<file path="src/rtl/elfc_pkg.sv">
// ============================================================================
// elfc_pkg: shared types and constants of the escaped length frame checker
// Field widths, the result request layout and the reset escape value.
// ============================================================================
`default_nettype none

package elfc_pkg;

    localparam int BYTE_W = 8;
    localparam int POS_W  = 9;

    localparam logic [BYTE_W-1:0] ESC_RESET = 8'd126;

    typedef struct packed {
        logic [BYTE_W-1:0] frame_byte;
        logic [POS_W-1:0]  byte_position;
        logic              frame_end;
        logic              checksum_pass;
    } t_result;

    // Decoder to output buffer: one optional result request per cycle.
    typedef struct packed {
        logic    valid;
        t_result data;
    } t_dec_out;

endpackage

`default_nettype wire

</file>
<file path="src/rtl/elfc_decoder.sv">
// ============================================================================
// elfc_decoder: escape and length framing state machine
// Unescapes one byte per accepted request, tracks the frame and its sum.
// ============================================================================
`default_nettype none

module elfc_decoder (
    input  wire                   i_clk,
    input  wire                   i_rst_n,
    input  wire                   i_accept,
    input  wire [7:0]             i_rx_byte,
    input  wire [7:0]             i_escape_byte,
    output elfc_pkg::t_dec_out    o_res
);
    import elfc_pkg::*;

    logic               r_escape_pending, n_escape_pending;
    logic               r_in_frame,       n_in_frame;
    logic [POS_W-1:0]   r_bytes_remaining, n_bytes_remaining;
    logic [BYTE_W-1:0]  r_running_sum,    n_running_sum;
    logic [POS_W-1:0]   r_position_count, n_position_count;

    logic is_esc;
    logic do_store;
    logic do_start;
    logic last_byte;

    assign is_esc    = (i_rx_byte == i_escape_byte);
    assign do_start  = r_escape_pending && !is_esc;
    assign do_store  = r_in_frame && ((r_escape_pending && is_esc) ||
                                      (!r_escape_pending && !is_esc));
    assign last_byte = (r_bytes_remaining <= POS_W'(1));

    always_comb begin
        n_escape_pending  = r_escape_pending;
        n_in_frame        = r_in_frame;
        n_bytes_remaining = r_bytes_remaining;
        n_running_sum     = r_running_sum;
        n_position_count  = r_position_count;
        o_res             = '0;
        o_res.data.frame_byte = i_rx_byte;
        if (i_accept) begin
            n_escape_pending = !r_escape_pending && is_esc;
            if (do_start) begin
                n_in_frame        = 1'b1;
                n_position_count  = POS_W'(1);
                n_running_sum     = i_rx_byte;
                n_bytes_remaining = {1'b0, i_rx_byte} + POS_W'(1);
                o_res.valid              = 1'b1;
                o_res.data.byte_position = POS_W'(1);
            end else if (do_store) begin
                n_position_count         = r_position_count + POS_W'(1);
                o_res.valid              = 1'b1;
                o_res.data.byte_position = n_position_count;
                if (last_byte) begin
                    o_res.data.frame_end     = 1'b1;
                    o_res.data.checksum_pass = (r_running_sum == i_rx_byte);
                    n_in_frame               = 1'b0;
                    n_bytes_remaining        = '0;
                end else begin
                    n_running_sum     = r_running_sum + i_rx_byte;
                    n_bytes_remaining = r_bytes_remaining - POS_W'(1);
                end
            end
        end
    end

    always_ff @(posedge i_clk) begin
        if (!i_rst_n) begin
            r_escape_pending  <= 1'b0;
            r_in_frame        <= 1'b0;
            r_bytes_remaining <= '0;
            r_running_sum     <= '0;
            r_position_count  <= '0;
        end else begin
            r_escape_pending  <= n_escape_pending;
            r_in_frame        <= n_in_frame;
            r_bytes_remaining <= n_bytes_remaining;
            r_running_sum     <= n_running_sum;
            r_position_count  <= n_position_count;
        end
    end

    // An open frame always owes at least its checksum byte.
    a_open_has_count: assert property (@(posedge i_clk) disable iff (!i_rst_n)
        r_in_frame == (r_bytes_remaining != '0))
        else $error("frame open flag and remaining count disagree");

    a_end_closes: assert property (@(posedge i_clk) disable iff (!i_rst_n)
        o_res.valid && o_res.data.frame_end |=> !r_in_frame)
        else $error("frame still open after frame end");

    a_pending_pairs: assert property (@(posedge i_clk) disable iff (!i_rst_n)
        i_accept && r_escape_pending |=> !r_escape_pending)
        else $error("escape pending survived the following byte");

    a_silent_escape: assert property (@(posedge i_clk) disable iff (!i_rst_n)
        i_accept && !r_escape_pending && is_esc |-> !o_res.valid)
        else $error("lone escape produced a result");

endmodule

`default_nettype wire

</file>
<file path="config.mk">
export PLATFORM = sky130hd
export DESIGN_NAME = elfc_decoder
export DESIGN_NICKNAME = d
export VERILOG_FILES = /design/src/rtl/elfc_pkg.sv /design/src/rtl/elfc_decoder.sv
export SDC_FILE = /design/constraint.sdc
export NUM_CORES = 1
export LEC_CHECK = 0
export BUFFER_PORTS_ARGS = -buffer_cell sky130_fd_sc_hd__buf_2
export CAP_MARGIN = 20
export CELL_PAD_IN_SITES_DETAIL_PLACEMENT = 2
export CELL_PAD_IN_SITES_GLOBAL_PLACEMENT = 2
export CORE_MARGIN = 4
export CORE_UTILIZATION = 31
export DETAILED_ROUTE_END_ITERATION = 8
export PLACE_DENSITY = 0.78
export SLEW_MARGIN = 10
export SYNTH_ARGS = -nofsm -noshare
export SYNTH_HDL_FRONTEND = slang
export SYNTH_SLANG_ARGS = --single-unit
</file>
<file path="constraint.sdc">
create_clock -name i_clk -period 3.3 [get_ports i_clk]
set_input_delay 0.165 -clock i_clk [delete_from_list [all_inputs] [get_ports i_clk]]
set_output_delay 0.165 -clock i_clk [all_outputs]
set_load 0.01 [all_outputs]
</file>
Word level (Yosys, flattened, before mapping)
Cells that the tools add are included.
{"block": "word_totals", "regBits": 28, "inputBits": 19, "output_inout_bits": 20}
{"block": "op_classes", "magnitude_cmp": 1, "muxes": 19, "n_addsub": 4, "eq_ne": 3, "reduce_logical": 13}
{"op": "$mux 9", "count": 6}
{"op": "$mux 8", "count": 3}
{"op": "$mux 11", "count": 2}
{"op": "$eq 8x8->1", "count": 2}
{"op": "$add 8x1->9 const B", "count": 1}
{"op": "$add 9x1->9 const B", "count": 1}
{"op": "$le 9x1->1 const B", "count": 1}
{"op": "$sub 9x1->9 const B", "count": 1}
{"op": "$add 8x8->8", "count": 1}
{"op": "$mux 1", "count": 6}
{"op": "$reduce_and 3->1", "count": 2}
{"op": "$logic_and 1x1->1", "count": 5}
{"op": "$mux 2", "count": 2}
{"op": "$reduce_bool 2->1", "count": 2}
{"op": "$logic_not 1->1", "count": 2}
{"op": "$ne 2x2->1 const B", "count": 1}
{"op": "$reduce_and 2->1", "count": 1}
{"op": "$logic_or 1x1->1", "count": 1}

Longest topological paths before layout
Gate-level depths: netlist of the first run.
{"block": "logic_depth", "word_depth": 8, "mapped_depth": 14}

Least setup slack after synthesis of the first run
OpenSTA, ideal clock, no wires.
{"block": "synth_path", "path_type": "input to register", "from": "in i_rx_byte[2]", "to": "reg r_running_sum[7]", "t_arrival_ns": 2.402, "slack_ns": 0.779, "path_buffers": 2, "cell_stages": 13, "cell_sequence": "clkbuf_1 > xor2_1 > nor4_1 > nand4_1 > inv_1 > ha_1 > and2_1 > o21ai_1 > inv_1 > and2_1 > clkbuf_2 > and4b_1 > o31a_1"}
{"block": "synth_via", "elab_chain_len": 7}
{"item": "from (decl)", "line_no": "elfc_decoder.sv:11", "rtl": "input wire [7:0] i_rx_byte,"}
{"item": "parallel branches: the longest is 7 deep, another holds $add 8x8->8"}
{"item": "to (signal assigned)", "line_no": "elfc_decoder.sv:79", "rtl": "r_running_sum <= n_running_sum;"}
{"item": "to (decl)", "line_no": "elfc_decoder.sv:20", "rtl": "logic [BYTE_W-1:0] r_running_sum, n_running_sum;"}
Several ways; the timed one is not identified. The select of a mux whose other input is x is not followed.
A chain may end at the register's enable or synchronous reset.

Final worst setup path of the first run
Same ends and word-level chain as after synthesis.

==> flow_summary.yaml, run 1 <==
status:
  status: "finished, final reports clean"
floorplanning:
  fp.dieH_um: 92.6
  initial_core_util_pct: 32.3
  die-area_um2: 8580
  die_w_um: 92.6
  core-area_um2: 6870
  io_pins: 39
  row_count: 30
clocking:
  cts_buffers: 3
  ctsRootBufferMaster: "clkbuf_8"
  cts_tree: "yes"
  insertion_delay_ns: 0.28
  cts_buffer_depth: 2
  h-tree-depth: 1
  clock-sinks: 28
  clkTransAtPathRegs_ns: 0.10
  cts_resized: 0
  postCtsHoldBufs: 0
  cts_setup_buffers: 0
logic_synthesis:
  ys_ff_latch: 28
  yosys_warnings: 0
  synth_seq_area_share_pct: 25.3
  synth_ff_type: "dfxtp_1"
  synth_cell_types: 50
  synthArstFlopShare_pct: 0
  synth.top_cell.area_share_pct: 25.3
  syn_inst: 300
  ys_top_cells_by_area: "dfxtp_1 25%, ha_1 7.3%, a21oi_1 6.3%"
  syn_avg_cell_area_um2: 7.40
  synth_top_area_cell: "dfxtp_1"
  syn_area_um2: 2220
  synth-edff-count: 0
  synth_nets: 333
sta:
  setup_tns_ns: 0
  worst_pin_slew_ns: 0.631
  final_hold_viol_count: 0
  skew_ns: 0.00692
  finalCriticalPeriod_ns: 2.70
  fmax_mhz: 371
  max_slew_margin_pct: 57.4
  finalMaxSlewViolations: 0
  worst_slack_ns: 0.601
  finalCritPeriodShare_pct: 81.8
  rsz0062_at_grt: "no"
  setup_viol: 0
route:
  vias: 2285
  vias_per_cell: 5.44
  first_pass_iters: 4
  drt_iter0_drc: 45
  post_drt_wl_per_cell_um: 17.7
  routed_wl_um: 7450
  drt_drc_violations_left: 0
  postRouteAntennaNets: 0
global_route:
  grt_pass1_vias: 2426
  grt_pass1_wl_um: 12500
  grt_use_total_pct: 18.1
  grt_max_degree: 23
  globalRouteOverflowTotal: 0
  antenna_found_initial: 0
critical_path:
  cp.required_ns: 3.47
  cp_data_arrival_time_ns: 2.87
  cp-end-kind: "flip-flop"
  path_class: "primary input to flip-flop"
  cp_max_fo: 15
  start_kind: "primary input"
cells_and_area:
  fill_cells: 839
  syn2layout_area_growth_pct: 12.3
  n_antenna_cell: 0
  post-route-cell-area_um2: 2490
  mostFrequentLayoutCell: "buf_2"
  mostFrequentLayoutCells: "38 x buf_2, 32 x nor2_1, 29 x nand2_1, 28 x a21oi_1, 28 x dfxtp_1"
  drive_gt1_share_pct: 15.1
  finalNetCount: 359
placement:
  dpl.hpwl_um: 5740
  pre_cts_slack_ns: 0.303
  io_buffers: 38
  place_area_um2: 2450
  globalplace.congestion: 0.774
power:
  ir_drop_uv: 140
  power_leakage_nw: 1.05
  power_density_nw_per_um2: 249
hold_path:
  min-delay-path-class: "primary input to flip-flop"
run:
  max_cap_violations: 0
report_power, final:
group          internal, mW  switching, mW  leakage, nW
Clock                0.0823          0.113       0.0216
Combinational        0.0326         0.0541        0.803
Sequential            0.338       0.000151        0.225
Total                 0.453          0.167         1.05
metal layers:
metal / track usage, % / part of all wire [%] / vias to the layer above
li1: - / - / 1108
met1: 24.5 / 47 / 1125
met2: 30.6 / 47 / 44
met3: 2.68 / 3.9 / 8
met4: 3.91 / 1.3 / 0
met5: 0 / 0 / -
state kept, by name, indices dropped and copies added (netlist names):
register / flops
r_bytes_remaining: 9
r_position_count: 9
r_running_sum: 8
r_escape_pending: 1
r_in_frame: 1
Yosys cell counts, types with 8 or more instances:
library cell	instances
inv_1	14
nand2_1	29
o21ai_0	16
clkbuf_1	11
nor2_1	32
dfxtp_1	28
xnor2_1	12
ha_1	13
nand3_1	16
buf_4	8
a21oi_1	28
xor2_1	11
critical path, cell delays in order:
cell     delay [ns]
buf_2          0.16
xor2_1         0.18
nor4_1         0.31
nand4_1        0.20
inv_1          0.11
ha_1           0.26
and2_1         0.22
o21ai_1        0.18
inv_1          0.19
and2_1         0.35
and4b_1        0.28
o31a_1         0.26
stage by stage:
| step | cells | power [mW] | util, % | hold slack, ns |
|---|---|---|---|---|
| floorplan | 300 | 0.398 | - | 0.303 |
| global placement | 417 | 0.430 | 35.7 | 0.461 |
| detailed placement | 417 | 0.434 | 35.7 | 0.486 |
| CTS | 420 | 0.632 | 36.3 | 0.225 |
| global route | 420 | 0.651 | 36.3 | 0.245 |
| finish | 420 | 0.620 | 36.3 | 0.235 |
worst paths after layout:
| kind | from | to | slack (ns) | cells past startpoint |
|---|---|---|---|---|
| setup reg to reg | r_escape_pending | r_running_sum[7] | 0.96 | 8 |
| setup / recovery | i_rx_byte[2] | r_running_sum[7] | 0.60 | 12 |
| hold reg to reg | r_running_sum[0] | r_running_sum[0] | 0.49 | 2 |
| hold / removal | i_accept | r_bytes_remaining[0] | 0.23 | 2 |
final cells by class:
class / count / area [um^2] / area share (%)
clock buffer: 3 / 41.3 / 1.66
inverter: 14 / 52.6 / 2.11
multi-input combinational: 236 / 1490 / 59.8
timing repair buffer: 43 / 228 / 9.14
sequential: 28 / 561 / 22.5
tap: 96 / 120 / 4.82
cells by family after synthesis:
logic type	count (synthesis)	share of synthesized area, %
compound gates	79	21.9
xor+xnor	23	9.08
fa+ha+maj	14	8.23
buf+inv	36	7.61
flops	28	25.3
mux	3	1.35
simple gates	117	26.6
No activity file was read; power rests on OpenSTA's default activity.
==> run 2, diff against run 1 <==
- ABC_AREA: default -> 1
- CORE_UTILIZATION: 31 -> 27
- PLACE_DENSITY: 0.78 -> 0.76
- clock period: 3.3 -> 2.17 ns (I/O delays scaled with it)
==> run 2 against run 1 <==
Effect of this change:
- wire length increased by 10%
- non-clock buffer count increased by 13
- via count increased by 9.5%
- final cell count increased by 23%
- final area increased by 10%
- die area increased by 18%
- register-to-register slack got worse by 0.69 ns
- critical path type is now primary input to output pin
==> flow_summary.yaml, run 2 <==
status:
  status: "finished, final reports clean"
hold_path:
  min-delay-path-class: "primary input to flip-flop"
cells_and_area:
  mostFrequentLayoutCells: "82 x nand2_1, 55 x inv_1, 38 x buf_2, 37 x nand3_1, 34 x nor2_1"
  post-route-cell-area_um2: 2750
  finalNetCount: 444
  mostFrequentLayoutCell: "nand2_1"
  top_regs: "r_bytes_remaining (9), r_position_count (9), r_running_sum (8)"
  utilization_pct: 33.2
  n_antenna_cell: 0
  syn2layout_area_growth_pct: 18.7
  fill_cells: 1066
  drive_gt1_share_pct: 20.7
floorplanning:
  die_w_um: 101
  io_pins: 39
  row_count: 33
  die-area_um2: 10100
  fp.dieH_um: 101
  core-area_um2: 8260
  initial_core_util_pct: 28.0
sta:
  finalMaxSlewViolations: 0
  setup_viol: 0
  max_slew_margin_pct: 60.8
  final_hold_viol_count: 0
  worst_pin_slew_ns: 0.587
  worst_slack_ns: 0.183
  finalCritPeriodShare_pct: 91.6
  skew_ns: 0.00261
  finalCriticalPeriod_ns: 1.99
  holdWs_ns: 0.140
  fmax_mhz: 503
clocking:
  cts_buffers: 3
  h-tree-depth: 1
  postCtsHoldBufs: 0
  cts_buffer_depth: 2
  ctsRootBufferMaster: "clkbuf_8"
  cts_tree: "yes"
  clock-sinks: 28
  insertion_delay_ns: 0.29
  clkTransAtPathRegs_ns: 0.11
logic_synthesis:
  synth_top_area_cell: "dfxtp_1"
  yosys_warnings: 0
  ys_top_cells_by_area: "dfxtp_1 24%, nand2_1 13%, inv_1 8.9%"
  syn_avg_cell_area_um2: 6.32
  yosysMostFrequentCell: "nand2_1"
  synth_cell_types: 36
  synth_nets: 399
  synthArstFlopShare_pct: 0
  synth_seq_area_share_pct: 24.2
  synth_common_cells: "82 x nand2_1, 55 x inv_1, 37 x nand3_1"
  ys_ff_latch: 28
  synth-edff-count: 0
  synth_ff_type: "dfxtp_1"
  syn_area_um2: 2310
  synth.top_cell.area_share_pct: 24.2
  syn_inst: 366
power:
  power_density_nw_per_um2: 406
  finalPower_mw: 1.11
  ir_drop_uv: 221
  power_leakage_nw: 1.40
global_route:
  grt_use_total_pct: 16.9
  grt_max_degree: 17
  antenna_found_initial: 0
  grt_util_met1_pct: 20.6
  busiest_layer: "met2"
  globalRouteOverflowTotal: 0
  use_met2_pct: 32.3
  grt_pass1_vias: 2797
  grt_pass1_wl_um: 13600
  met3_usage_pct: 1.52
run:
  max_cap_violations: 0
placement:
  place_area_um2: 2650
  globalplace.congestion: 0.799
  pre_cts_slack_ns: -0.0544
  dpl.hpwl_um: 6860
  io_buffers: 38
route:
  vias: 2502
  drt_iter0_drc: 75
  routed_wl_um: 8220
  first_pass_iters: 4
  post_drt_wl_per_cell_um: 16.0
  drt_drc_violations_left: 0
  vias_per_cell: 4.86
  postRouteAntennaNets: 0
critical_path:
  start_kind: "primary input"
  cp_num_buf_inv: 5
  cp_max_fo: 4
  critical-path-top-delay-family: "simple AND/OR/NAND/NOR gates"
  cp.required_ns: 2.06
  cp_cell_sequence: "buf_2, inv_1, or2_2, nand2_1, nor4b_2, nand2_1, inv_1, ha_1, nand3_2, nor2_2, inv_1, nor2_2, and3_1, buf_2"
  cp_slowest_cell: "ha_1"
  crit_top_cell: "inv_1"
  slowest_delay_ns: 0.28
  path_class: "primary input to output pin"
  cp-end-kind: "output pin"
  cp_data_arrival_time_ns: 1.88
[run 2: cell type report]
type | instances | area, um^2 | share of cell area, %
flip-flops and latches | 28 | 561 | 20.4
well taps | 105 | 131 | 4.79
inverters | 56 | 210 | 7.66
repair buffers | 56 | 325 | 11.9
clock buffers | 3 | 41.3 | 1.50
clock inverters | 1 | 30.0 | 1.09
multi-input cells | 266 | 1450 | 52.7
[run 2: final timing paths]
kind                          from                to  slack (ns)  cells after the start
setup / recovery      i_rx_byte[2]          o_res[0]        0.18                     14
hold / removal            i_accept  r_escape_pending        0.14                      3
setup reg to reg  r_running_sum[0]  r_running_sum[4]        0.27                     11
hold reg to reg   r_running_sum[0]  r_running_sum[0]        0.49                      2
[run 2: metal layers]
metal	part of all wire, %	up-vias
met5	0	-
met4	0.80	0
met2	53	21
met1	44	1221
met3	1.7	6
li1	-	1254
[run 2: metrics by stage]
step                      TNS [ns]  cells
after floorplan                  0    366
after global placement           0    511
after detailed placement    -0.145    511
after CTS                        0    515
after global routing       -0.0430    515
final                            0    515
[run 2: worst min-delay path, stage by stage]
cell     delay (ns)
buf_2          0.13
a21oi_1        0.08
nor2_1         0.08
[run 2: report_power, final]
group | switching, mW | total (mW) | internal (mW)
combinational | 0.0984 | 0.162 | 0.0638
sequential | 0.000774 | 0.515 | 0.514
clock | 0.189 | 0.437 | 0.248
[run 2: cell families (layout without fill, tap and decap cells)]
| kind of cell | Yosys count | after routing | share of synthesized area, % |
|---|---|---|---|
| fa+ha+maj | 14 | 14 | 7.90 |
| simple gates | 180 | 180 | 35.3 |
| xor+xnor | 9 | 9 | 3.41 |
| buf+inv | 72 | 116 | 14.3 |
| compound gates | 63 | 63 | 14.9 |
| flops | 28 | 28 | 24.2 |
[run 2: timing repair]
action,CTS,global route
gates resized for setup,0,4
endpoints found under the setup margin,0,10
buffers inserted,0,0
